`src/pwdh_pkg.sv`:
```
// pwdh_pkg: shared types, constants and the angle table of the pixel to world block
// no dependencies
`default_nettype none
package pwdh_pkg;

	localparam int FRAC_BITS     = 16;
	localparam int ANG_FRAC      = 24;
	localparam int CORDIC_STAGES = 24;
	localparam int SQRT_STAGES   = 32;
	localparam int QUOT_W        = 48;
	localparam int VEC_W         = 34;
	localparam int ANG_W         = 33;
	localparam int NUM_W         = 82;
	localparam int DEN_W         = 50;
	localparam int LATENCY       = CORDIC_STAGES + SQRT_STAGES + QUOT_W + 9;

	localparam logic [ANG_W-1:0] DEG90 = ANG_W'(64'd90 << ANG_FRAC);

	localparam logic [1:0] ST_OK      = 2'd0;
	localparam logic [1:0] ST_BAD_CFG = 2'd1;
	localparam logic [1:0] ST_RANGE   = 2'd2;
	localparam logic [1:0] ST_SAT     = 2'd3;

	localparam logic [2:0] REG_FOCAL  = 3'd0;
	localparam logic [2:0] REG_DIST   = 3'd1;
	localparam logic [2:0] REG_TILT   = 3'd2;
	localparam logic [2:0] REG_WIDTH  = 3'd3;
	localparam logic [2:0] REG_HEIGHT = 3'd4;

	localparam logic [31:0] ATAN_TAB [32] = '{
		32'd754974720, 32'd445687602, 32'd235489088, 32'd119537938, 32'd60000934,
		32'd30029717, 32'd15018523, 32'd7509720, 32'd3754917, 32'd1877466,
		32'd938734, 32'd469367, 32'd234684, 32'd117342, 32'd58671, 32'd29335,
		32'd14668, 32'd7334, 32'd3667, 32'd1833, 32'd917, 32'd458, 32'd229,
		32'd115, 32'd57, 32'd29, 32'd14, 32'd7, 32'd4, 32'd2, 32'd1, 32'd0
	};

	typedef struct packed {
		logic [15:0] pixel_col;
		logic [15:0] pixel_row;
	} pixel_t;

	typedef struct packed {
		logic signed [47:0] height_out;
		logic signed [47:0] depth_out;
		logic [1:0]         status;
	} result_t;

	typedef struct packed {
		logic                    valid;
		logic [1:0]              err;
		logic                    neg_h;
		logic [15:0]             hd;
		logic signed [VEC_W-1:0] x;
		logic signed [VEC_W-1:0] y;
		logic signed [ANG_W-1:0] ang;
	} cordic_t;

	typedef struct packed {
		logic [1:0]       err;
		logic             neg_h;
		logic [15:0]      hd;
		logic             neg_d;
		logic             zero_d;
		logic [NUM_W-1:0] n_d;
		logic [DEN_W-1:0] den_d;
		logic [DEN_W-1:0] den_h;
	} side_t;

	typedef struct packed {
		logic        valid;
		logic [63:0] v;
		logic [63:0] res;
		side_t       side;
	} root_t;

	typedef struct packed {
		logic              valid;
		logic [1:0]        err;
		logic              neg;
		logic              zero;
		logic              ovf;
		logic [NUM_W-1:0]  n;
		logic [DEN_W-1:0]  den;
		logic [DEN_W-1:0]  r;
		logic [QUOT_W-1:0] q;
	} quot_t;

	function automatic logic signed [ANG_W-1:0] atan_deg(input logic [4:0] idx);
		atan_deg = ANG_W'(ATAN_TAB[idx]);
	endfunction

endpackage
`default_nettype wire

```
`src/pwdh_div_cell.sv`:
```
// pwdh_div_cell: one registered restoring division step, one quotient bit
// depends on pwdh_pkg
`default_nettype none
module pwdh_div_cell (
	input  logic            clk,
	input  logic            arst_n,
	input  logic [5:0]      step,
	input  pwdh_pkg::quot_t din,
	output pwdh_pkg::quot_t dout
);
	logic [5:0]                idx;
	logic [pwdh_pkg::DEN_W:0]  r2;
	logic [pwdh_pkg::QUOT_W-1:0] low_n;
	pwdh_pkg::quot_t           nxt;
	pwdh_pkg::quot_t           stage_q;

	always_comb begin
		idx   = 6'(pwdh_pkg::QUOT_W - 1) - step;
		low_n = din.n[pwdh_pkg::QUOT_W-1:0];
		r2    = {din.r, low_n[idx]};
		nxt   = din;
		if (r2 >= {1'b0, din.den}) begin
			nxt.r      = pwdh_pkg::DEN_W'(r2 - {1'b0, din.den});
			nxt.q[idx] = 1'b1;
		end else begin
			nxt.r = pwdh_pkg::DEN_W'(r2);
		end
	end

	always_ff @(posedge clk or negedge arst_n) begin
		if (!arst_n) begin
			stage_q <= '0;
		end else begin
			stage_q <= nxt;
		end
	end

	assign dout = stage_q;
endmodule
`default_nettype wire

```
`config.mk`:
```
export PLATFORM = sky130hd
export DESIGN_NAME = pwdh_div_cell
export DESIGN_NICKNAME = d
export VERILOG_FILES = /design/src/pwdh_pkg.sv /design/src/pwdh_div_cell.sv
export SDC_FILE = /design/constraint.sdc
export NUM_CORES = 1
export LEC_CHECK = 0
export ABC_AREA = 0
export BUFFER_PORTS_ARGS = -buffer_cell sky130_fd_sc_hd__buf_2
export CAP_MARGIN = 15
export CORE_AREA = 2 2 185 187
export CTS_CLUSTER_DIAMETER = 30
export DETAILED_ROUTE_END_ITERATION = 10
export DIE_AREA = 0 0 187 189
export GPL_TIMING_DRIVEN = 0
export SKIP_LAST_GASP = 1
export SLEW_MARGIN = 20
export SYNTH_ARGS = -nofsm -noshare
export SYNTH_HDL_FRONTEND = slang
export SYNTH_SLANG_ARGS = --single-unit
```
`constraint.sdc`:
```
create_clock -name clk -period 0.8 [get_ports clk]
set_input_delay 0.04 -clock clk [delete_from_list [all_inputs] [get_ports clk]]
set_output_delay 0.04 -clock clk [all_outputs]
set_load 0.02 [all_outputs]
```
==> metrics.txt, run 1 <==
period utilisation layout 4.166; core footprint 33280 um^2; Final setup viols 334; global route overflow 0; post-synthesis sequential area ratio 0.5576; Total Wirelength 47640 um; Hold Crit Class in -> async; minimum clock period 3.332 ns; failing checks hold timing, setup timing; first-pass detailed-route iteration total 5; H-Tree Depth 2; vias in the first global route 12252; post-synth net total 1268; Antenna Violating Nets Remaining 0; overall die height 189 um; Setup WS pre-CTS -4.077 ns; outcome finished, violations left; Seq pwr share 0.287; final hold slack -0.6408 ns; mean post-synth cell area 10.92 um^2; Detailed Route Iter0 Violations 537; share of cells above drive strength 1 0.3995; clk buf depth 3; asr flop ratio synth 1.000; Yosys cell types 64; IR Drop Worst-Case VDD 1972 uV; Slew Limit Fails 0; Power Density 2309 nW/um^2; Largest register FFs 236; max frequency 0.3001 GHz; leakage 9.991 nW; cells along the critical path clkbuf_16, buf_4, nor3b_4, a22o_1, a221oi_2, o211ai_1, nand3_1, o21ai_2, a21oi_2, ha_2, nor2b_4, o21bai_4, nand2_2, a221o_1, a41o_1, a31o_4, a21oi_4, buf_12, buf_12, buf_12, nand2_2, o21ai_1; Post-synth EDFFs 0; CTS Buf Count 54; pin count of the biggest net entering global routing 98; Arr. time, crit path 3.82 ns; Max-cap violations 0; Crit Path Max Fanout 8; most frequent cell after synthesis dfrtp_1; switching share of power 0.2905; Root Driver clkbuf_16; Worst path max stage delay 0.36 ns; crit path capture type flip-flop; Fillers 2503; routability cong. 0.8582; total track usage 0.2676; total power 0.04712 W; Yosys warnings 0; Finished Cell Area 20410 um^2; top cell type's share of synthesized area 0.5576; die span in x 187 um; die area 35340 um^2; number of cells produced by synthesis 970; Post-route DRC 0; most frequent CP cell buf_12; top cells by count, synth dfrtp_1, nand2_1, a21o_1; clock-pin slew on the worst setup and hold paths 0.06 ns; actual slew at the worst max-slew pin 0.8198 ns; switching power 0.01369 W; Initial Utilization 0.3182; RSZ-0062 raised after global routing yes; combinational fraction of design power 0.228; final hold vios 238; Top Ports 480; via/cell ratio 4.887; CP Class in -> reg; startpoint types input pin; TritonCTS clock tree yes; top_reg_cell synth dfrtp_1; top cells by area, synth dfrtp_1, ha_1, a21o_1; Wirelength per Cell 20.92 um; synthesized flop and latch total 236; worst setup margin -2.532 ns; P&R area growth vs syn 92.66%; CP max-delay cell a221o_1; clock share of power 0.485; vias 11127; WP buf/inv 5; first-pass GRT wire length 72400 um; DP HPWL 30400 um; largest area contributor in the netlist dfrtp_1; Cell Int Power 0.03343 W; Clock Sinks 236; IO Port Bufs 476; CTS Hold Bufs 236; cell family with most CP delay compound AO/OA/AOI/OAI gates; placed cell areas 13740 um^2; Critical Path RT 1.29 ns; Max-slew headroom 0.4484; post-synth design cell area 10590 um^2; Nets 2075; initial antenna violation count 9; Rows 67
[cell type report]
cell class / instances / area (um^2) / area share
Clock buffer: 62 / 1431 / 0.07015
Sequential cell: 236 / 5906 / 0.2894
Clock inverter: 37 / 459.2 / 0.02250
Antenna cell: 9 / 22.52 / 0.001104
Multi-Input combinational cell: 624 / 4700 / 0.2303
Timing Repair Buffer: 758 / 6733 / 0.3299
Tap cell: 448 / 560.5 / 0.02747
Inverter: 71 / 266.5 / 0.01306
Buffer: 32 / 327.8 / 0.01606
[placed cells by master, fill, tap and decap left out, types with 13 or more instances in the layout]
cell type        n
o21ai_1         28
nand4_1         13
buf_2          241
xnor2_1         22
xor2_1          17
a21o_1          83
a21oi_1         50
buf_4           31
ha_1            52
nand3_1         15
nand2_1         69
dfrtp_1        236
nor2_1          37
dlygate4sd3_1  236
buf_6          245
o21ai_0         29
clkbuf_16       57
inv_1           71
clkbuf_1        15
[cell families (layout without fill, tap and decap cells)]
kind of cell,Yosys count,after routing,share of synthesized area
compound gates,306,306,0.1952
flops,236,236,0.5576
simple gates,213,213,0.09675
buf+inv,110,960,0.04158
fa+ha+maj,54,54,0.06450
xor+xnor,39,39,0.03225
mux,12,12,0.01217
other cells,0,9,0
[path summary, 6_finish.rpt]
kind / start / endpoint / slack, ns / cells after the start
max in group asynchronous: arst_n / dout[96] / 0.57 / 2
min in group clk: step[2] / dout[23] / -0.08 / 3
setup / recovery: step[1] / dout[91] / -2.53 / 22
hold / removal: arst_n / dout[229] / -0.64 / 1
[power by group through the flow]
stage | registers, W | clock network, W | logic [W]
after floorplan | 0.0148 | 0 | 0.00303
after global placement | 0.0134 | 0 | 0.00749
after detailed placement | 0.0134 | 0 | 0.00757
after CTS | 0.0135 | 0.0229 | 0.0104
after global routing | 0.0136 | 0.0238 | 0.0115
final | 0.0135 | 0.0228 | 0.0107
[per-layer routing]
metal  wire (um)  up-vias  part of all wire  global-route usage
li1            -     5085                 -                   -
met1       17050     5398              0.36              0.2872
met2       24750      519              0.52              0.4794
met3        3360      125             0.071             0.07563
met4        2479        0             0.052              0.1407
met5           0        -                 0                   0
[timing repair]
| item | CTS | global route |
|---|---|---|
| setup buffers | 35 | 12 |
| cloned | 2 | 0 |
| gates resized for setup | 557 | 51 |
| pin swaps | 48 | 42 |
| endpoints found under the setup margin | 334 | 334 |
| hold endpoints to repair | 472 | 237 |
[per-stage QoR]
stage	TNS (ns)	instances	utilization
finish	-317.12	2277	0.6131
global route	-339.42	2272	0.6128
CTS	-326.82	2264	0.6065
detailed placement	-374.69	1896	0.4129
global placement	-1434.97	1894	0.4108
floorplan	-248.97	970	-
Power figures use the tool's default switching activity.
==> run 2: changes to the inputs <==
--- a/config.mk
+++ b/config.mk
@@ -9,10 +9,12 @@
 export BUFFER_PORTS_ARGS = -buffer_cell sky130_fd_sc_hd__buf_2
 export CAP_MARGIN = 15
 export CORE_AREA = 2 2 185 187
+export CTS_BUF_LIST = sky130_fd_sc_hd__clkbuf_16
 export CTS_CLUSTER_DIAMETER = 30
 export DETAILED_ROUTE_END_ITERATION = 10
 export DIE_AREA = 0 0 187 189
 export GPL_TIMING_DRIVEN = 0
+export MAX_ROUTING_LAYER = met4
 export SKIP_LAST_GASP = 1
 export SLEW_MARGIN = 20
 export SYNTH_ARGS = -nofsm -noshare
==> run 2 against run 1 <==
Net effect: highest routed layer unchanged; non-clock buffer count is 1 higher; fmax is 3.4% higher; sequential cell count stayed put; core utilization is 0.48 points higher; total power is 3.6% higher; count of clock-buffer cells in the layout is 2 lower; the run still ends with hold timing, setup timing left; largest cell class unchanged; worst hold slack better by 0.048 ns; via count is 2.1% higher; sequential power hardly changed; largest power group unchanged.
==> metrics.txt, run 2 (same netlist as run 1, synthesis figures left out) <==
outcome finished, violations left; failing checks hold timing, setup timing; die span in x 187 um; minimum clock period 3.222 ns; Final setup viols 334; Power Density 2374 nW/um^2; GR Util met1 0.2868; Nets 2082; Initial Utilization 0.3182; vias in the first global route 12457; CP Class in -> reg; global-route met2 utilization 0.4843; first-pass GRT wire length 72850 um; Arr. time, crit path 3.69 ns; Slew Limit Fails 0; met3 usage 0.06599; DP HPWL 30470 um; via/cell ratio 4.953; Finished Cell Area 20570 um^2; Rows 67; Wirelength per Cell 21.17 um; routability cong. 0.8789; placed cell areas 13750 um^2; IR Drop Worst-Case VDD 1779 uV; busiest grt layer met2; Total Wirelength 48550 um; P&R area growth vs syn 94.18%; worst setup margin -2.422 ns; RSZ-0062 raised after global routing yes; total power 0.04882 W; TritonCTS clock tree yes; Antenna Violating Nets Remaining 0; Root Driver clkbuf_16; Hold Crit Class in -> async; commonest non-fill, non-tap cells in the layout buf_6, buf_2, dlygate4sd3_1; Max-slew headroom 0.4583; global route overflow 0; Detailed Route Iter0 Violations 624; initial antenna violation count 10; H-Tree Depth 2; final hold slack -0.5929 ns; total track usage 0.2773; Post-route DRC 0; crit path capture type flip-flop; Clock Sinks 236; Core Util, Final 0.6180; Sum Neg Setup Slack -311.23 ns; commonest non-fill, non-tap cell in the layout buf_6; actual slew at the worst max-slew pin 0.8052 ns; clock-pin slew on the worst setup and hold paths 0.05 ns; max frequency 0.3104 GHz; clk buf depth 3; Largest register FFs 236; Crit Path Max Fanout 8; pin count of the biggest net entering global routing 99; Max-cap violations 0; cells along the critical path clkbuf_16, and3b_1, buf_8, buf_4, a22oi_1, nand4_1, a21oi_1, nor3_1, a21oi_2, ha_2, nor2b_4, o21bai_4, nand2_2, a221o_1, a41o_1, a31o_4, a21o_4, and3_1, buf_6, a21o_1; core footprint 33280 um^2; CTS Buf Count 60; CTS Hold Bufs 237; first-pass detailed-route iteration total 6; period utilisation layout 4.027; IO Port Bufs 476; Top Ports 480; vias 11358; CP max-delay cell a221o_1; overall die height 189 um; Critical Path RT 1.27 ns; die area 35340 um^2; final hold vios 237; share of cells above drive strength 1 0.3951; Setup WS pre-CTS -4.050 ns; startpoint types input pin; Worst path max stage delay 0.35 ns; leakage 10.09 nW
[run 2: changes by cell type in the layout (fill, tap and decap cells not counted), sizes merged]
cell         previous run  this run
diode                   9        10
bufinv                  7         8
clkinv                 13        27
clkinvlp                9         6
clkbuf                 82        80
inv                    79        83
dlygate4sd3           236       237
[run 2: final timing paths]
check	cells past startpoint	end	start
setup / recovery	20	dout[38]	step[0]
hold / removal	1	dout[34]	arst_n
max in group asynchronous	2	dout[85]	arst_n
min in group clk	4	dout[48]	step[4]
[run 2: where the power goes]
| group | total, W | internal (W) | switching (W) |
|---|---|---|---|
| registers | 0.0136 | 0.0130 | 0.000581 |
| clock network | 0.0245 | 0.0163 | 0.00815 |
| logic | 0.0108 | 0.00528 | 0.00550 |
[run 2: worst max-delay path, delay by kind of cell]
family,cells,cell delay [ns]
AOI/OAI and AO/OA,9,2.10
and+or+nand+nor,6,0.76
buffers and inverters,4,0.53
adders and majority gates,1,0.26
[run 2: routing by layer]
layer / part of all wire / up-vias
met5: 0 / -
met4: 0.060 / 0
met3: 0.070 / 158
met2: 0.51 / 591
met1: 0.36 / 5504
li1: - / 5105
[run 2: layout make-up]
class	instances	area, um^2
Clock inverter	53	553.0
Clock buffer	60	1501
Buffer	35	379.1
Inverter	71	266.5
Multi-Input combinational cell	624	4654
Sequential cell	236	5906
Timing Repair Buffer	756	6720
Antenna cell	10	25.02
Fill cell	2528	12710
Tap cell	448	560.5
[run 2: per-stage QoR]
stage	hold WS, ns	std cells
3_3_place_gp	0.1479	1894
2_1_floorplan	-0.2556	970
4_1_cts	-0.6103	2277
5_1_grt	-0.5851	2293
3_5_place_dp	0.02701	1897
6_report	-0.5929	2293
[run 2: timing repair]
item | CTS | global route
buffers inserted | 31 | 9
endpoints found under the setup margin | 334 | 334
pin swaps | 66 | 28
cloned | 3 | 0
hold endpoints to repair | 472 | 142
gates resized for setup | 561 | 46
