$ cat src/pwdh_pkg.sv
// pwdh_pkg: shared types, constants and the angle table of the pixel to world block
// no dependencies
`default_nettype none
package pwdh_pkg;

	localparam int FRAC_BITS     = 16;
	localparam int ANG_FRAC      = 24;
	localparam int CORDIC_STAGES = 24;
	localparam int SQRT_STAGES   = 32;
	localparam int QUOT_W        = 48;
	localparam int VEC_W         = 34;
	localparam int ANG_W         = 33;
	localparam int NUM_W         = 82;
	localparam int DEN_W         = 50;
	localparam int LATENCY       = CORDIC_STAGES + SQRT_STAGES + QUOT_W + 9;

	localparam logic [ANG_W-1:0] DEG90 = ANG_W'(64'd90 << ANG_FRAC);

	localparam logic [1:0] ST_OK      = 2'd0;
	localparam logic [1:0] ST_BAD_CFG = 2'd1;
	localparam logic [1:0] ST_RANGE   = 2'd2;
	localparam logic [1:0] ST_SAT     = 2'd3;

	localparam logic [2:0] REG_FOCAL  = 3'd0;
	localparam logic [2:0] REG_DIST   = 3'd1;
	localparam logic [2:0] REG_TILT   = 3'd2;
	localparam logic [2:0] REG_WIDTH  = 3'd3;
	localparam logic [2:0] REG_HEIGHT = 3'd4;

	localparam logic [31:0] ATAN_TAB [32] = '{
		32'd754974720, 32'd445687602, 32'd235489088, 32'd119537938, 32'd60000934,
		32'd30029717, 32'd15018523, 32'd7509720, 32'd3754917, 32'd1877466,
		32'd938734, 32'd469367, 32'd234684, 32'd117342, 32'd58671, 32'd29335,
		32'd14668, 32'd7334, 32'd3667, 32'd1833, 32'd917, 32'd458, 32'd229,
		32'd115, 32'd57, 32'd29, 32'd14, 32'd7, 32'd4, 32'd2, 32'd1, 32'd0
	};

	typedef struct packed {
		logic [15:0] pixel_col;
		logic [15:0] pixel_row;
	} pixel_t;

	typedef struct packed {
		logic signed [47:0] height_out;
		logic signed [47:0] depth_out;
		logic [1:0]         status;
	} result_t;

	typedef struct packed {
		logic                    valid;
		logic [1:0]              err;
		logic                    neg_h;
		logic [15:0]             hd;
		logic signed [VEC_W-1:0] x;
		logic signed [VEC_W-1:0] y;
		logic signed [ANG_W-1:0] ang;
	} cordic_t;

	typedef struct packed {
		logic [1:0]       err;
		logic             neg_h;
		logic [15:0]      hd;
		logic             neg_d;
		logic             zero_d;
		logic [NUM_W-1:0] n_d;
		logic [DEN_W-1:0] den_d;
		logic [DEN_W-1:0] den_h;
	} side_t;

	typedef struct packed {
		logic        valid;
		logic [63:0] v;
		logic [63:0] res;
		side_t       side;
	} root_t;

	typedef struct packed {
		logic              valid;
		logic [1:0]        err;
		logic              neg;
		logic              zero;
		logic              ovf;
		logic [NUM_W-1:0]  n;
		logic [DEN_W-1:0]  den;
		logic [DEN_W-1:0]  r;
		logic [QUOT_W-1:0] q;
	} quot_t;

	function automatic logic signed [ANG_W-1:0] atan_deg(input logic [4:0] idx);
		atan_deg = ANG_W'(ATAN_TAB[idx]);
	endfunction

endpackage
`default_nettype wire

$ cat src/pwdh_sqrt_cell.sv
// pwdh_sqrt_cell: one registered step of the integer square root, two radicand bits
// depends on pwdh_pkg
`default_nettype none
module pwdh_sqrt_cell (
	input  logic            clk,
	input  logic            arst_n,
	input  logic [4:0]      step,
	input  pwdh_pkg::root_t din,
	output pwdh_pkg::root_t dout
);
	logic [5:0]      sh;
	logic [63:0]     one_bit;
	logic [63:0]     trial;
	pwdh_pkg::root_t nxt;
	pwdh_pkg::root_t stage_q;

	always_comb begin
		sh      = 6'd62 - {step, 1'b0};
		one_bit = 64'(1) << sh;
		trial   = din.res + one_bit;
		nxt     = din;
		if (din.v >= trial) begin
			nxt.v   = din.v - trial;
			nxt.res = (din.res >> 1) + one_bit;
		end else begin
			nxt.res = din.res >> 1;
		end
	end

	always_ff @(posedge clk or negedge arst_n) begin
		if (!arst_n) begin
			stage_q <= '0;
		end else begin
			stage_q <= nxt;
		end
	end

	assign dout = stage_q;
endmodule
`default_nettype wire

$ cat config.mk
export PLATFORM = sky130hd
export DESIGN_NAME = pwdh_sqrt_cell
export DESIGN_NICKNAME = d
export VERILOG_FILES = /design/src/pwdh_pkg.sv /design/src/pwdh_sqrt_cell.sv
export SDC_FILE = /design/constraint.sdc
export NUM_CORES = 1
export LEC_CHECK = 0
export BUFFER_PORTS_ARGS = -buffer_cell sky130_fd_sc_hd__buf_4
export CORE_ASPECT_RATIO = 0.6
export CORE_MARGIN = 5
export CORE_UTILIZATION = 25
export DETAILED_ROUTE_END_ITERATION = 10
export SLEW_MARGIN = 20
export SYNTH_ARGS = -nofsm -noshare
export SYNTH_HDL_FRONTEND = slang
export SYNTH_SLANG_ARGS = --single-unit
$ cat constraint.sdc
create_clock -name clk -period 0.8 [get_ports clk]
set_input_delay 0.04 -clock clk [delete_from_list [all_inputs] [get_ports clk]]
set_output_delay 0.04 -clock clk [all_outputs]
set_load 0.1 [all_outputs]
==> impl_metrics.csv, run 1 <==
group,metric,value,unit
critical_path,critPathArrivalTime,5.03,ns
clocking,worst_setup_hold_path_clk_slew,0.06,ns
place,routabilityCongestion,0.9957,
routing,drc,0,
synth,synth_cell_types,89,
power,report.power.total,70760,uW
layout,multi_input_comb_area,10780,sq um
clocking,cts_root_buf,"sky130_fd_sc_hd__clkbuf_16",
timing,slew_at_the_pin_closest_to_its_max_slew_limit,0.6008,ns
routing,postRouteWirelength,94260,um
routing,final_antenna_net_count,0,
outcome,outcome,"finished, violations left",
layout,largest_register_ffs,332,
critical_path,worst_path_largest_cell_delay,0.30,ns
routing,vias,21800,
global_route,grt_util_all_layers,22.55,%
global_route,globalRouteOverflowTotal,0,
synth,yosys.area.top_type_share,45.10,%
floorplan,initial_core_util,25.13,%
synth,synth-seq-area-share,45.10,%
routing,vias_per_cell,4.642,
routing,wl_per_cell,20.07,um
synth,yosys_register_bits,332,
run,timing.max_cap.violations,0,
timing,drv_slew,0,
synth,synth_top_area_cell,"sky130_fd_sc_hd__dfrtp_1",
critical_path,worst_setup_end_kind,"register",
layout,share_of_final_layout_standard_cells_stronger_than_drive_strength_1,56.46,%
routing,dr.max_layer_used,"met5",
worst_hold_path,min_path_type,"input pin to register",
clocking,clk_path_buf_depth,3,
synth,synthMostInstantiatedCell,"sky130_fd_sc_hd__dfrtp_1",
global_route,first_global_vias,22480,
outcome,violations,"hold timing, setup timing",
floorplan,design.core.area,73320,sq um
synth,ys_top_cells_by_area,"sky130_fd_sc_hd__dfrtp_1, sky130_fd_sc_hd__ha_1, sky130_fd_sc_hd__xor2_1",
timing,relSlewSlack,59.52,%
power,total_leakage_power,0.01792,uW
timing,fin_crit,4.581,ns
clocking,clock_sink_count,332,
synth,synth.top_cells.by_count,"sky130_fd_sc_hd__dfrtp_1, sky130_fd_sc_hd__nor2_1, sky130_fd_sc_hd__nand2_1",
global_route,antenna_found_initial,10,
synth,synth-main-ff-cell,"sky130_fd_sc_hd__dfrtp_1",
synth,netlist_instances,1903,
layout,sequential_cell_area,8720,sq um
synth,syn_avg_cell_area,9.681,sq um
clocking,tritoncts.num_buffers,38,
critical_path,critPathMostFrequentCell,"sky130_fd_sc_hd__buf_4",
clocking,htreeDepth,2,
layout,layout.filler_cells,6140,
place,post-place-ws,-4.497,ns
timing,layout_worst_path_cycle_share,572.6,%
layout,number_of_nets_in_the_final_layout,4139,
timing,fmax,218.3,MHz
routing,wl_met2,44020,um
clocking,clock_tree_from_tritoncts,"done",
floorplan,std_cell_rows,77,
global_route,grt_first_pass_wirelength,138600,um
floorplan,io_pins,671,
synth,number_of_enable_type_register_cells_in_the_synthesized_netlist,0,
routing,met3_wirelength,6648,um
floorplan,die_height,220.3,um
timing,postLayoutSetupSlackWorst,-3.781,ns
critical_path,start_kind,"input pin",
layout,syn2layout_area_growth,114.1,%
synth,netlist_area,18420,sq um
critical_path,timing.critical_path.fanout_max,9,
timing,whs,-0.09104,ns
synth,asyncSetResetFlopFracSynth,100.0,%
synth,postSynthNetCount,2369,
power,power-per-cell-area,1794,nW/um^2
timing,setup_viol,469,
routing,drt-met1-wl,40970,um
place,hpwlAfterDp,69550,um
floorplan,die_area,79400,sq um
floorplan,die_x,360.5,um
critical_path,critical_path_required,1.25,ns
critical_path,criticalPathCategory,"input pin to register",
critical_path,crit_path_top_delay_cell,"sky130_fd_sc_hd__o31a_1",
routing,detailed_router_iteration_count_before_antenna_repair,7,
timing,grt_setup_unrepaired,"yes",
synth,yosys_warnings,0,
routing,drtIter0Drc,1502,
global_route,grt_max_degree,37,
place,port-buffer-count,670,
timing,timing.final.hold_violations,1,
power,max-vdd-ir-drop,1.588,mV
==> cell families after synthesis <==
logic type | count (synthesis) | synth area share, %
mux | 3 | 0.1630
simple gates | 599 | 15.42
flops | 332 | 45.10
fa+ha+maj | 130 | 8.829
xor+xnor | 180 | 8.557
compound gates | 552 | 19.51
buf+inv | 107 | 2.425
==> metrics by stage <==
stage | cell area [sq um] | std cells | setup TNS (ns) | utilization [%]
detailed placement | 30880 | 4240 | -562.92 | 42.11
floorplan | 19250 | 1903 | -490.04 | -
finish | 39450 | 4696 | -602.75 | 53.81
global route | 39450 | 4695 | -644.86 | 53.80
CTS | 38580 | 4673 | -607.74 | 52.63
global placement | 30880 | 4240 | -557.52 | 42.11
==> final timing paths <==
check	slack (ns)	end	startpoint	cells past startpoint
setup / recovery	-3.78	dout[320]	step[1]	29
min in group asynchronous	0.02	dout[330]	arst_n	3
max in group asynchronous	-0.12	dout[299]	arst_n	3
hold / removal	-0.09	dout[268]	din[268]	4
==> cell type report <==
cell class,instances,share of cell area (%)
Tap cell,987,3.130
Clock buffer,49,2.721
Inverter,37,0.3520
Clock inverter,18,0.5519
Sequential cell,332,22.10
Antenna cell,9,0.05709
Multi-Input combinational cell,1465,27.32
Timing Repair Buffer,1799,43.76
==> routing by layer <==
layer,GRT usage [%],vias to the layer above
li1,-,10440
met1,30.31,10460
met2,37.35,759
met3,4.478,139
met4,6.219,2
met5,0,-
==> where the power goes <==
| part | internal [uW] | leakage, uW | switching, uW | total (uW) |
|---|---|---|---|---|
| logic | 12500 | 0.0138 | 20000 | 32600 |
| registers | 18600 | 0.00354 | 1120 | 19700 |
| clock network | 10600 | 0.000634 | 7860 | 18500 |
==> placed cells by master (no fill, tap or decap), types with 33 or more instances in the layout <==
cell type                       synthesis  routed
sky130_fd_sc_hd__buf_6                  1     155
sky130_fd_sc_hd__nor2_1               194     138
sky130_fd_sc_hd__a31oi_1               62      54
sky130_fd_sc_hd__a21oi_2                2      43
sky130_fd_sc_hd__buf_8                  0     106
sky130_fd_sc_hd__nand4_1               44      44
sky130_fd_sc_hd__inv_1                 37      37
sky130_fd_sc_hd__a21o_1                49      49
sky130_fd_sc_hd__buf_12                 0     111
sky130_fd_sc_hd__nand2_1              172     163
sky130_fd_sc_hd__xor2_1                93      89
sky130_fd_sc_hd__o21ai_0              110      60
sky130_fd_sc_hd__buf_4                  1    1084
sky130_fd_sc_hd__ha_1                 126     117
sky130_fd_sc_hd__o21ai_1                7      38
sky130_fd_sc_hd__dfrtp_2                0     329
sky130_fd_sc_hd__dlygate4sd3_1          0     335
sky130_fd_sc_hd__clkbuf_16              0      41
sky130_fd_sc_hd__xnor2_1               87      83
sky130_fd_sc_hd__nor2_4                 0      33
sky130_fd_sc_hd__a21oi_1              155     113
==> worst max-delay path: cells and delay by family <==
family                   cells  cell delay, ns
AND/OR/NAND/NOR              8            1.48
AO/OA/AOI/OAI               10            1.86
adder cells (fa/ha/maj)      2            0.44
XOR/XNOR                     1            0.10
buffers and inverters        8            1.11
==> what timing repair did <==
item / CTS / global route
resized for setup: 678 / 168
gates cloned: 9 / 3
buffers inserted: 23 / 12
pin swaps: 18 / 22
hold buffers: 334 / 1
setup endpoints to repair: 460 / 469
hold endpoints to repair: 663 / 2
(Power assumes the default switching activity.)
==> run 2: changes to the inputs <==
clock period = 5.9 ns   (was 0.8 ns; I/O delays follow)
==> impl_metrics.csv, run 2 (synthesis results as in run 1) <==
group,metric,value,unit
clocking,tritoncts.num_buffers,37,
critical_path,start_kind,"input pin",
global_route,globalRouteOverflowTotal,0,
clocking,clk_path_buf_depth,3,
routing,vias_per_cell,4.691,
clocking,htreeDepth,2,
floorplan,std_cell_rows,77,
timing,drv_slew,0,
power,report.power.total,8430,uW
critical_path,critical_path_required,6.35,ns
critical_path,crit_path_top_delay_cell,"sky130_fd_sc_hd__dlygate4sd3_1",
worst_hold_path,min_path_type,"input pin to register",
timing,timing.final.hold_violations,0,
critical_path,critPathMostFrequentCell,"sky130_fd_sc_hd__a21o_1",
place,port-buffer-count,670,
place,place_inst,3593,
routing,detailed_router_iteration_count_before_antenna_repair,5,
layout,post-route-util,40.39,%
timing,slew_at_the_pin_closest_to_its_max_slew_limit,0.9181,ns
routing,drc,0,
layout,layout_common_cells,"sky130_fd_sc_hd__buf_4, sky130_fd_sc_hd__dfrtp_1, sky130_fd_sc_hd__dlygate4sd3_1, sky130_fd_sc_hd__nor2_1, sky130_fd_sc_hd__nand2_1",
critical_path,worst_setup_end_kind,"register",
power,total_leakage_power,0.01356,uW
critical_path,timing.critical_path.fanout_max,5,
place,routabilityCongestion,0.9496,
global_route,gr-usage-met1,25.47,%
timing,relSlewSlack,38.79,%
timing,fin_crit,5.755,ns
global_route,antenna_found_initial,20,
floorplan,die_height,220.3,um
routing,drtIter0Drc,1310,
layout,largest_register_ffs,332,
outcome,outcome,"finished, final reports clean",
layout,number_of_nets_in_the_final_layout,3414,
critical_path,critPathArrivalTime,6.20,ns
critical_path,cp_top_family,"compound AO/OA/AOI/OAI gates",
global_route,first_global_vias,18650,
layout,mostFrequentLayoutCell,"sky130_fd_sc_hd__buf_4",
global_route,grt-busiest-layer,"met2",
timing,fmax,173.7,MHz
global_route,grt_max_degree,131,
place,hpwlAfterDp,64600,um
global_route,grt_first_pass_wirelength,118500,um
layout,final-instance-count-excl-fill,3973,
critical_path,criticalPathCategory,"input pin to register",
timing,setup_viol,0,
routing,final_antenna_net_count,0,
timing,whs,0.04822,ns
clocking,clock_tree_from_tritoncts,"done",
layout,share_of_final_layout_standard_cells_stronger_than_drive_strength_1,29.88,%
floorplan,initial_core_util,25.13,%
critical_path,cells_along_the_critical_path,"dlygate4sd3_1 > buf_4 > ha_1 > nand4_1 > or4_1 > nor4_2 > o21bai_1 > a21boi_1 > o41a_1 > a221oi_2 > o21ai_0 > nand2_1 > xor2_1 > ha_1 > a21o_1 > a21o_1 > a21o_1 > a21oi_1 > inv_1 > a221oi_1 > inv_1 > or2_2 > a211o_1 > a32o_1",
critical_path,worst_path_largest_cell_delay,0.55,ns
floorplan,die_area,79400,sq um
critical_path,cp-startpoint,"din[207]",
clocking,worst_setup_hold_path_clk_slew,0.06,ns
power,max-vdd-ir-drop,0.2198,mV
routing,wl_per_cell,20.40,um
run,timing.max_cap.violations,0,
routing,vias,18640,
floorplan,design.core.area,73320,sq um
floorplan,io_pins,671,
power,power-per-cell-area,284.7,nW/um^2
timing,layout_worst_path_cycle_share,97.55,%
critical_path,critical_path_buf_inv_count,4,
global_route,grt_util_all_layers,19.44,%
global_route,grt_use_met2,30.97,%
routing,postRouteWirelength,81030,um
clocking,cts_root_buf,"sky130_fd_sc_hd__clkbuf_16",
clocking,clock_sink_count,332,
layout,syn2layout_area_growth,60.74,%
worst_hold_path,worst_hold_startpoint,"din[284]",
floorplan,die_x,360.5,um
global_route,grt.met3_usage,6.786,%
-- run 2: routing by layer --
| metal | part of all wire, % | up-vias | wire (um) |
|---|---|---|---|
| li1 | - | 8994 | - |
| met1 | 43 | 8864 | 34750 |
| met2 | 45 | 663 | 36650 |
| met3 | 9.6 | 102 | 7764 |
| met4 | 2.2 | 16 | 1766 |
| met5 | 0.13 | - | 105 |
-- run 2: layout make-up --
class                   instances  area (sq um)
clock inverters                14         166.4
repair buffers               1076          8926
fillers                      7114         43700
multi-input cells            1464          9708
well taps                     987          1235
clock buffers                  52          1104
diodes                         11         27.53
flip-flops and latches        332          8308
inverters                      37         138.9
-- run 2: worst paths after layout --
path                             end  cells past startpoint
max                        dout[330]                     24
max in group asynchronous  dout[216]                      3
min in group asynchronous   dout[41]                      2
min                        dout[284]                      3
-- run 2: repair_timing --
action	CTS	global route
hold endpoints to repair	418	0
hold buffers	301	0
buffers inserted	0	2
resized for setup	0	6
endpoints found under the setup margin	0	100
-- run 2: per-stage QoR --
stage	worst slack (ns)	TNS, ns	area [sq um]
6_report	0.1446	0	29610
5_1_grt	-0.03063	-0.03063	29600
4_1_cts	0.2125	0	29510
3_5_place_dp	-0.1882	-6.203	25230
3_3_place_gp	-0.08948	-0.5436	25230
2_1_floorplan	0.6743	0	18420
-- run 2: power by group --
group | total [uW] | switching, uW | leakage [uW] | internal, uW
Sequential | 2560 | 77.5 | 0.00386 | 2480
Combinational | 3460 | 2500 | 0.00907 | 961
Clock | 2410 | 1000 | 0.000629 | 1410
