==> src/pwdh_pkg.sv <==
// pwdh_pkg: shared types, constants and the angle table of the pixel to world block
// no dependencies
`default_nettype none
package pwdh_pkg;

	localparam int FRAC_BITS     = 16;
	localparam int ANG_FRAC      = 24;
	localparam int CORDIC_STAGES = 24;
	localparam int SQRT_STAGES   = 32;
	localparam int QUOT_W        = 48;
	localparam int VEC_W         = 34;
	localparam int ANG_W         = 33;
	localparam int NUM_W         = 82;
	localparam int DEN_W         = 50;
	localparam int LATENCY       = CORDIC_STAGES + SQRT_STAGES + QUOT_W + 9;

	localparam logic [ANG_W-1:0] DEG90 = ANG_W'(64'd90 << ANG_FRAC);

	localparam logic [1:0] ST_OK      = 2'd0;
	localparam logic [1:0] ST_BAD_CFG = 2'd1;
	localparam logic [1:0] ST_RANGE   = 2'd2;
	localparam logic [1:0] ST_SAT     = 2'd3;

	localparam logic [2:0] REG_FOCAL  = 3'd0;
	localparam logic [2:0] REG_DIST   = 3'd1;
	localparam logic [2:0] REG_TILT   = 3'd2;
	localparam logic [2:0] REG_WIDTH  = 3'd3;
	localparam logic [2:0] REG_HEIGHT = 3'd4;

	localparam logic [31:0] ATAN_TAB [32] = '{
		32'd754974720, 32'd445687602, 32'd235489088, 32'd119537938, 32'd60000934,
		32'd30029717, 32'd15018523, 32'd7509720, 32'd3754917, 32'd1877466,
		32'd938734, 32'd469367, 32'd234684, 32'd117342, 32'd58671, 32'd29335,
		32'd14668, 32'd7334, 32'd3667, 32'd1833, 32'd917, 32'd458, 32'd229,
		32'd115, 32'd57, 32'd29, 32'd14, 32'd7, 32'd4, 32'd2, 32'd1, 32'd0
	};

	typedef struct packed {
		logic [15:0] pixel_col;
		logic [15:0] pixel_row;
	} pixel_t;

	typedef struct packed {
		logic signed [47:0] height_out;
		logic signed [47:0] depth_out;
		logic [1:0]         status;
	} result_t;

	typedef struct packed {
		logic                    valid;
		logic [1:0]              err;
		logic                    neg_h;
		logic [15:0]             hd;
		logic signed [VEC_W-1:0] x;
		logic signed [VEC_W-1:0] y;
		logic signed [ANG_W-1:0] ang;
	} cordic_t;

	typedef struct packed {
		logic [1:0]       err;
		logic             neg_h;
		logic [15:0]      hd;
		logic             neg_d;
		logic             zero_d;
		logic [NUM_W-1:0] n_d;
		logic [DEN_W-1:0] den_d;
		logic [DEN_W-1:0] den_h;
	} side_t;

	typedef struct packed {
		logic        valid;
		logic [63:0] v;
		logic [63:0] res;
		side_t       side;
	} root_t;

	typedef struct packed {
		logic              valid;
		logic [1:0]        err;
		logic              neg;
		logic              zero;
		logic              ovf;
		logic [NUM_W-1:0]  n;
		logic [DEN_W-1:0]  den;
		logic [DEN_W-1:0]  r;
		logic [QUOT_W-1:0] q;
	} quot_t;

	function automatic logic signed [ANG_W-1:0] atan_deg(input logic [4:0] idx);
		atan_deg = ANG_W'(ATAN_TAB[idx]);
	endfunction

endpackage
`default_nettype wire

==> src/pwdh_cordic_cell.sv <==
// pwdh_cordic_cell: one registered cordic rotation step
// depends on pwdh_pkg
`default_nettype none
module pwdh_cordic_cell (
	input  logic              clk,
	input  logic              arst_n,
	input  logic [4:0]        step,
	input  pwdh_pkg::cordic_t din,
	output pwdh_pkg::cordic_t dout
);
	logic signed [pwdh_pkg::VEC_W-1:0] dx;
	logic signed [pwdh_pkg::VEC_W-1:0] dy;
	logic signed [pwdh_pkg::ANG_W-1:0] da;
	pwdh_pkg::cordic_t                 nxt;
	pwdh_pkg::cordic_t                 stage_q;

	always_comb begin
		dx  = din.y >>> step;
		dy  = din.x >>> step;
		da  = pwdh_pkg::atan_deg(step);
		nxt = din;
		if (!din.ang[pwdh_pkg::ANG_W-1]) begin
			nxt.x   = din.x - dx;
			nxt.y   = din.y + dy;
			nxt.ang = din.ang - da;
		end else begin
			nxt.x   = din.x + dx;
			nxt.y   = din.y - dy;
			nxt.ang = din.ang + da;
		end
	end

	always_ff @(posedge clk or negedge arst_n) begin
		if (!arst_n) begin
			stage_q <= '0;
		end else begin
			stage_q <= nxt;
		end
	end

	assign dout = stage_q;
endmodule
`default_nettype wire

==> config.mk <==
export PLATFORM = sky130hd
export DESIGN_NAME = pwdh_cordic_cell
export DESIGN_NICKNAME = d
export VERILOG_FILES = /design/src/pwdh_pkg.sv /design/src/pwdh_cordic_cell.sv
export SDC_FILE = /design/constraint.sdc
export NUM_CORES = 1
export LEC_CHECK = 0
export BUFFER_PORTS_ARGS = -buffer_cell sky130_fd_sc_hd__buf_2
export CORE_MARGIN = 2
export CORE_UTILIZATION = 25
export CTS_CLUSTER_SIZE = 10
export DETAILED_ROUTE_END_ITERATION = 6
export REMOVE_ABC_BUFFERS = 1
export SYNTH_ARGS = -nofsm -noshare
export SYNTH_HDL_FRONTEND = slang
export SYNTH_SLANG_ARGS = --single-unit
==> constraint.sdc <==
create_clock -name clk -period 1.1 [get_ports clk]
set_input_delay 0.165 -clock clk [delete_from_list [all_inputs] [get_ports clk]]
set_output_delay 0.165 -clock clk [all_outputs]
set_load 0.005 [all_outputs]
==> results.md, run 1 <==
- Seq cells post-synth: about 120
- Achievable clock frequency: around 210 MHz
- Leakage power: between 10 and 15 nW
- DIE HEIGHT: between 200 and 300 µm
- Final hold vios: 2
- Filler Cells Inserted: about 5800
- Max reg flops: about 120
- Core Region: between 60000 and 70000 µm²
- Period utilisation layout: 4.32
- Root buffer cell: clkbuf_16
- Synth Warn #: 0
- Initial Util: 0.252
- DR WL/cell: 20.8 µm
- Top cell type's share of synthesized area: 0.200
- Setup slack after layout: -3.66 ns
- IO Pins: around 250
- Min-delay worst type: in2reg
- Final Core Density: 0.456
- RSZ-0062 raised after global routing: yes
- Bufs and invs on worst path: 8
- 1st-pass router iterations: 5
- Full die area: 62700 µm²
- Ys flop type: dfrtp_1
- Leading area contributor after synthesis: dfrtp_1
- H-tree levels: 4
- WP data arrival: between 5 and 6 ns
- Via Count: approximately 19000
- Failing checks: negative hold slack, negative setup slack
- Crit. End Element: flop
- Top cells by area, synth: dfrtp_1 (20%), mux4_2 (12%), ha_1 (8.9%)
- Cell Area, Synth: ~15000 µm²
- Worst slew pin tran: roughly 0.51 ns
- MaxCap Viol Count: 0
- Most common cell after layout, fill and taps aside: buf_4
- Pin count of the biggest net entering global routing: 49
- Pre-CTS setup slack: -4.70 ns
- Sw power: 0.0135 W
- Final #Nets: approximately 3100
- DIE WIDTH: 250 µm
- CP delay by family, top: simple AND/OR/NAND/NOR gates
- Avg Cell Area, Syn: slightly below 9 µm²
- Switching Share: 0.388
- Distinct cells, synth: a little over 90
- Layout Cells excl Fill: about 3600
- Maximum VDD drop: between 1 and 1.5 mV
- Port bufs: ~250
- Dpl cells: approximately 3400
- Worst Path Max Fanout: 6
- Layout cells sized above 1: 0.581
- Min Hold Slack: -0.0577 ns
- Antenna Violating Nets Remaining: 0
- Synthesis-to-layout area growth: 80.6%
- CP dominant cell by count: buf_4
- GRT overflow: 0
- DRC viols: 0
- Combinational share of power: 0.641
- Required @ worst endpoint: about 1.5 ns
- HPWL Detailed: 58600 µm
- Max Slew Vio Count: 0
- Crit-path slowest cell: mux4_2
- CTS tree: yes
- Min Tclk post-route: between 4 and 5 ns
- Post-synth ARST share: 1.00
- Clock power share: 0.173
- Setup CP Type: in2reg
- Placed Area: about 23000 µm²
- Design area: about 27000 µm²
- Final setup viols: 222
- Sink Count: 121
- Clock slew at reported path FFs: ~0.07 ns
- Post-synth EDFFs: 0
- Pwr dens: roughly 1300 nW/µm²
- Most frequent cells in the layout: buf_4 (826), buf_2 (243), nand2_1 (133), nor2_1 (122), dfrtp_1 (121)
- Number of global-route vias before repair: roughly 19000
- WL final: 75800 µm
- Num CTS Buffers: 17
- Clock tree buffer depth: 2
- All-Layer GR Usage: 0.234
- Max stage delay on crit path: between 0.4 and 0.5 ns
- Initial drt markers: 1157
- Outcome: finished with violations
- Sequential area share after synthesis: 0.200
- Core Rows: 90
- Vias per cell: approximately 5
- Setup crit start kind: input pin
- Seq pwr share: 0.186
- Routability cong.: ~0.96
- Cells after Synth: approximately 1700
- Final Power: ~0.035 W
- First-pass GRT wire length: ~110000 µm
- # hold bufs at CTS: 21
- Initial antenna violation count: 1
- Internal power: between 0.02 and 0.025 W
- Slew headroom: 0.654
## worst paths after layout
kind / end / slack (ns) / cells past startpoint / start
setup / recovery: dout[99]$_DFF_PN0_ / -3.66 / 28 / step[0]
hold / removal: dout[0]$_DFF_PN0_ / -0.06 / 2 / din[0]
max in group asynchronous: dout[82]$_DFF_PN0_ / 0.48 / 3 / arst_n
min in group asynchronous: dout[33]$_DFF_PN0_ / 0.10 / 2 / arst_n
## power by group through the flow
stage | Combinational, W | Clock, W | Sequential, W
3_3_place_gp | 0.0174 | 0 | 0.00654
3_5_place_dp | 0.0176 | 0 | 0.00656
5_1_grt | 0.0238 | 0.00635 | 0.00663
4_1_cts | 0.0203 | 0.00625 | 0.00650
2_1_floorplan | 0.00768 | 0 | 0.00677
6_report | 0.0223 | 0.00602 | 0.00645
## synthesized netlist by cell type, drive strengths merged (22+ instances only)
cell / n
nor2: 166
nand2: 146
xor2: 52
nand2b: 22
o21ai: 92
buf: 60
nor2b: 26
a211oi: 22
mux4: 82
o21a: 32
a31oi: 47
inv: 44
ha: 108
xnor2: 124
a21o: 49
clkbuf: 34
nor3: 31
dfrtp: 121
nand3: 25
and3: 23
mux2i: 67
a21oi: 136
## layout make-up
class                           count  area, µm²  share of cell area
Clock buffer                       17        425              0.0155
Inverter                           44        181             0.00662
Antenna cell                        1       2.50           0.0000913
Tap cell                          782        978              0.0357
Timing Repair Buffer             1198       9250               0.337
Clock inverter                     15        176             0.00644
Multi-Input combinational cell   1468      13400               0.488
Sequential cell                   121       3030               0.110
## what timing repair did
item / CTS / global route
gates cloned: 6 / 2
resized for setup: 354 / 185
pin swaps: 178 / 167
hold endpoints to repair: 143 / 2
buffers inserted: 114 / 67
endpoints found under the setup margin: 222 / 222
## per-stage QoR
stage / hold WS [ns] / TNS, ns
after global routing: -0.0751 / -308.87
after floorplan: -0.131 / -288.02
after CTS: -0.112 / -274.16
after detailed placement: 0.0230 / -345.15
after global placement: 0.0204 / -342.98
final: -0.0577 / -287.67
## metal layers
layer	vias up	GRT usage	wire (µm)
met1	9099	0.278	30600
met5	-	0	13
li1	8700	-	-
met2	585	0.415	38000
met4	2	0.0997	3290
met3	144	0.0398	3850
## cells by family after synthesis
group,Yosys count,synth area share
adder cells (fa/ha/maj),111,0.0930
multiplexers,169,0.182
buffers and inverters,138,0.0451
XOR/XNOR,176,0.102
flip-flops,121,0.200
AND/OR/NAND/NOR,504,0.159
AO/OA/AOI/OAI,508,0.220
(Power assumes the default switching activity.)
==> inputs of run 2 (changes only) <==
--- a/config.mk
+++ b/config.mk
@@ -14,3 +14,4 @@
 export SYNTH_ARGS = -nofsm -noshare
 export SYNTH_HDL_FRONTEND = slang
 export SYNTH_SLANG_ARGS = --single-unit
+export TNS_END_PERCENT = 30
==> run 2 against run 1 <==
  * The flow still finishes with violations (negative hold slack, negative setup slack)
  * Core utilization is 0.18 points lower
  * Final cell count is 0.38% lower
  * Hold slack worse by 0.022 ns
  * Sequential cell count stayed put
  * Count of clock-buffer cells in the layout stayed put
  * First-iteration DRC count is 5.4% lower
  * Highest routed layer unchanged
  * Combinational power hardly changed
  * Via count is 0.51% lower
  * Clock power hardly changed
  * Power is 0.45% lower
==> results.md, run 2 (synthesis gave the netlist of run 1 again) <==
- Outcome: finished with violations (unchanged)
- Failing checks: negative hold slack, negative setup slack (unchanged)
- Clock slew at reported path FFs: 0.07 ns (about the same)
- Dpl cells: 3419 (unchanged)
- Full die area: 62700 µm² (unchanged)
- Critical path startpoint: step[0] (unchanged)
- Final hold vios: 1 (was 2)
- HPWL Detailed: 58600 µm (unchanged)
- Internal power: 0.0211 W (was 0.0213 W)
- Final Power: 0.0346 W (was 0.0347 W)
- DR WL/cell: 20.9 µm (was 20.8 µm)
- Layout cells sized above 1: 0.573 (was 0.581)
- Crit path to: dout[99]$_DFF_PN0_ (unchanged)
- Max reg flops: 121 (unchanged)
- Design area: 27300 µm² (was 27400 µm²)
- Sw power: 0.0134 W (was 0.0135 W)
- Root buffer cell: clkbuf_16 (unchanged)
- Routed wl met3: 3780 µm (was 3850 µm)
- Setup CP Type: in2reg (unchanged)
- First-pass GRT wire length: 111000 µm (about the same)
- Layout Cells excl Fill: 3632 (was 3646)
- MaxCap Viol Count: 0 (unchanged)
- Routability cong.: 0.957 (unchanged)
- Setup crit start kind: input pin (unchanged)
- Port bufs: 248 (unchanged)
- Number of global-route vias before repair: 19000 (was 19100)
- Most frequent cells in the layout: buf_4 (808), buf_2 (243), nand2_1 (133), nor2_1 (123), dfrtp_1 (121) (was buf_4 (826), buf_2 (243), nand2_1 (133), nor2_1 (122), dfrtp_1 (121))
- Slew headroom: 0.599 (was 0.654)
- Vias per cell: 5.08 (about the same)
- Leakage power: 12.8 nW (about the same)
- Period utilisation layout: 4.30 (was 4.32)
- Synthesis-to-layout area growth: 79.9% (was 80.6%)
- Setup slack after layout: -3.63 ns (was -3.66 ns)
- DR WL met2: 38100 µm (was 38000 µm)
- Clock power share: 0.174 (was 0.173)
- Sink Count: 121 (unchanged)
- IO Pins: 249 (unchanged)
- Via Count: 18400 (was 18500)
- Most common cell after layout, fill and taps aside: buf_4 (unchanged)
- Core Rows: 90 (unchanged)
- # hold bufs at CTS: 21 (unchanged)
- Final setup viols: 222 (unchanged)
- Worst Path Max Fanout: 6 (unchanged)
- Clock tree buffer depth: 2 (unchanged)
- DIE WIDTH: 250 µm (unchanged)
- M1 WL: 30600 µm (about the same)
- DRC viols: 0 (unchanged)
- All-Layer GR Usage: 0.234 (about the same)
- DIE HEIGHT: 250 µm (unchanged)
- Num CTS Buffers: 17 (unchanged)
- Final Core Density: 0.454 (was 0.456)
- Crit. End Element: flop (unchanged)
- WP data arrival: 5.15 ns (was 5.18 ns)
- Antenna Violating Nets Remaining: 0 (unchanged)
- Initial Util: 0.252 (unchanged)
- Initial drt markers: 1095 (was 1157)
- Achievable clock frequency: 211 MHz (was 210 MHz)
- Placed Area: 22900 µm² (unchanged)
- CTS tree: yes (unchanged)
- H-tree levels: 4 (unchanged)
- Initial antenna violation count: 3 (was 1)
- WL final: 75800 µm (about the same)
- Pin count of the biggest net entering global routing: 49 (unchanged)
- Worst slew pin tran: 0.595 ns (was 0.514 ns)
- GRT overflow: 0 (unchanged)
- 1st-pass router iterations: 5 (unchanged)
- Switching Share: 0.389 (was 0.388)
- Min Hold Slack: -0.0802 ns (was -0.0577 ns)
- Hold Crit Depth: 2 (unchanged)
- Core Region: 60100 µm² (unchanged)
- Min Tclk post-route: 4.73 ns (was 4.76 ns)
- Seq pwr share: 0.186 (about the same)
- Min-delay worst type: in2reg (unchanged)
- Top Metal Used: met5 (unchanged)
- Required @ worst endpoint: 1.52 ns (about the same)
- Final #Nets: 3074 (was 3089)
- Filler Cells Inserted: 5797 (was 5787)
- Max Slew Vio Count: 0 (unchanged)
- Pwr dens: 1270 nW/µm² (about the same)
- Maximum VDD drop: 1.28 mV (was 1.25 mV)
- RSZ-0062 raised after global routing: yes (unchanged)
- Combinational share of power: 0.639 (was 0.641)
==> run 2: changes by cell type in the layout (fill, tap and decap cells not counted), sizes merged <==
cell    before   now
clkbuf      19    20
bufbuf       0     1
buf       1175  1158
diode        1     2
==> run 2: through the flow <==
stage	hold WS [ns]	setup slack, ns	setup TNS, ns
final	-0.0802	-3.63	-282.75
after global routing	-0.0896	-3.86	-303.73
after CTS	-0.126	-3.45	-274.25
after detailed placement	0.0230	-4.70	-345.15
after global placement	0.0204	-4.64	-342.98
after floorplan	-0.131	-4.26	-288.02
==> run 2: area by class of cell <==
class                   count  area, µm²  share of cell area
multi-input cells        1468      13300               0.489
repair buffers           1183       9170               0.336
flip-flops and latches    121       3030               0.111
well taps                 782        978              0.0358
clock buffers              17        425              0.0156
inverters                  44        181             0.00664
clock inverters            15        176             0.00646
diodes                      2       5.00            0.000183
==> run 2: worst min path at each step <==
| stage | from | end | slack [ns] |
|---|---|---|---|
| floorplan | arst_n | dout[0]$_DFF_PN0_ | -0.13 |
| global placement | arst_n | dout[35]$_DFF_PN0_ | 0.02 |
| detailed placement | arst_n | dout[35]$_DFF_PN0_ | 0.02 |
| CTS | din[0] | dout[0]$_DFF_PN0_ | -0.13 |
| global route | din[0] | dout[0]$_DFF_PN0_ | -0.09 |
| finish | din[0] | dout[0]$_DFF_PN0_ | -0.08 |
==> run 2: repair_timing <==
item / CTS / global route
endpoints found under the setup margin: 222 / 222
setup buffers: 105 / 67
resized for setup: 332 / 199
gates cloned: 6 / 3
pin swaps: 160 / 196
hold endpoints to repair: 143 / 2
==> run 2: power by group through the flow <==
stage                     registers, W  clock network, W  logic [W]
after floorplan                0.00677                 0    0.00768
after global placement         0.00654                 0     0.0174
after detailed placement       0.00656                 0     0.0176
after CTS                      0.00650           0.00625     0.0201
after global routing           0.00663           0.00637     0.0237
final                          0.00644           0.00603     0.0221
==> run 2: critical path, cell delays in order <==
cell and delay [ns]:
buf_16 0.12, buf_12 0.15, buf_8 0.12, mux4_2 0.53, mux4_2 0.54, mux2i_2 0.22, and3_4 0.25, nand4b_1 0.20
nor4_2 0.34, buf_4 0.18, a21oi_2 0.06, xnor2_1 0.12, ha_1 0.34, a211oi_2 0.27, nand2_1 0.12, and3_4 0.20
a21boi_4 0.20, o31ai_4 0.11, or3_1 0.33, a31oi_2 0.16, o21bai_1 0.09, a21oi_1 0.17, xnor2_1 0.13
==> run 2: layer usage <==
| metal | up-vias | global-route usage |
|---|---|---|
| met4 | 4 | 0.103 |
| met1 | 9023 | 0.277 |
| met2 | 588 | 0.415 |
| li1 | 8667 | - |
| met3 | 153 | 0.0400 |
| met5 | - | 0 |
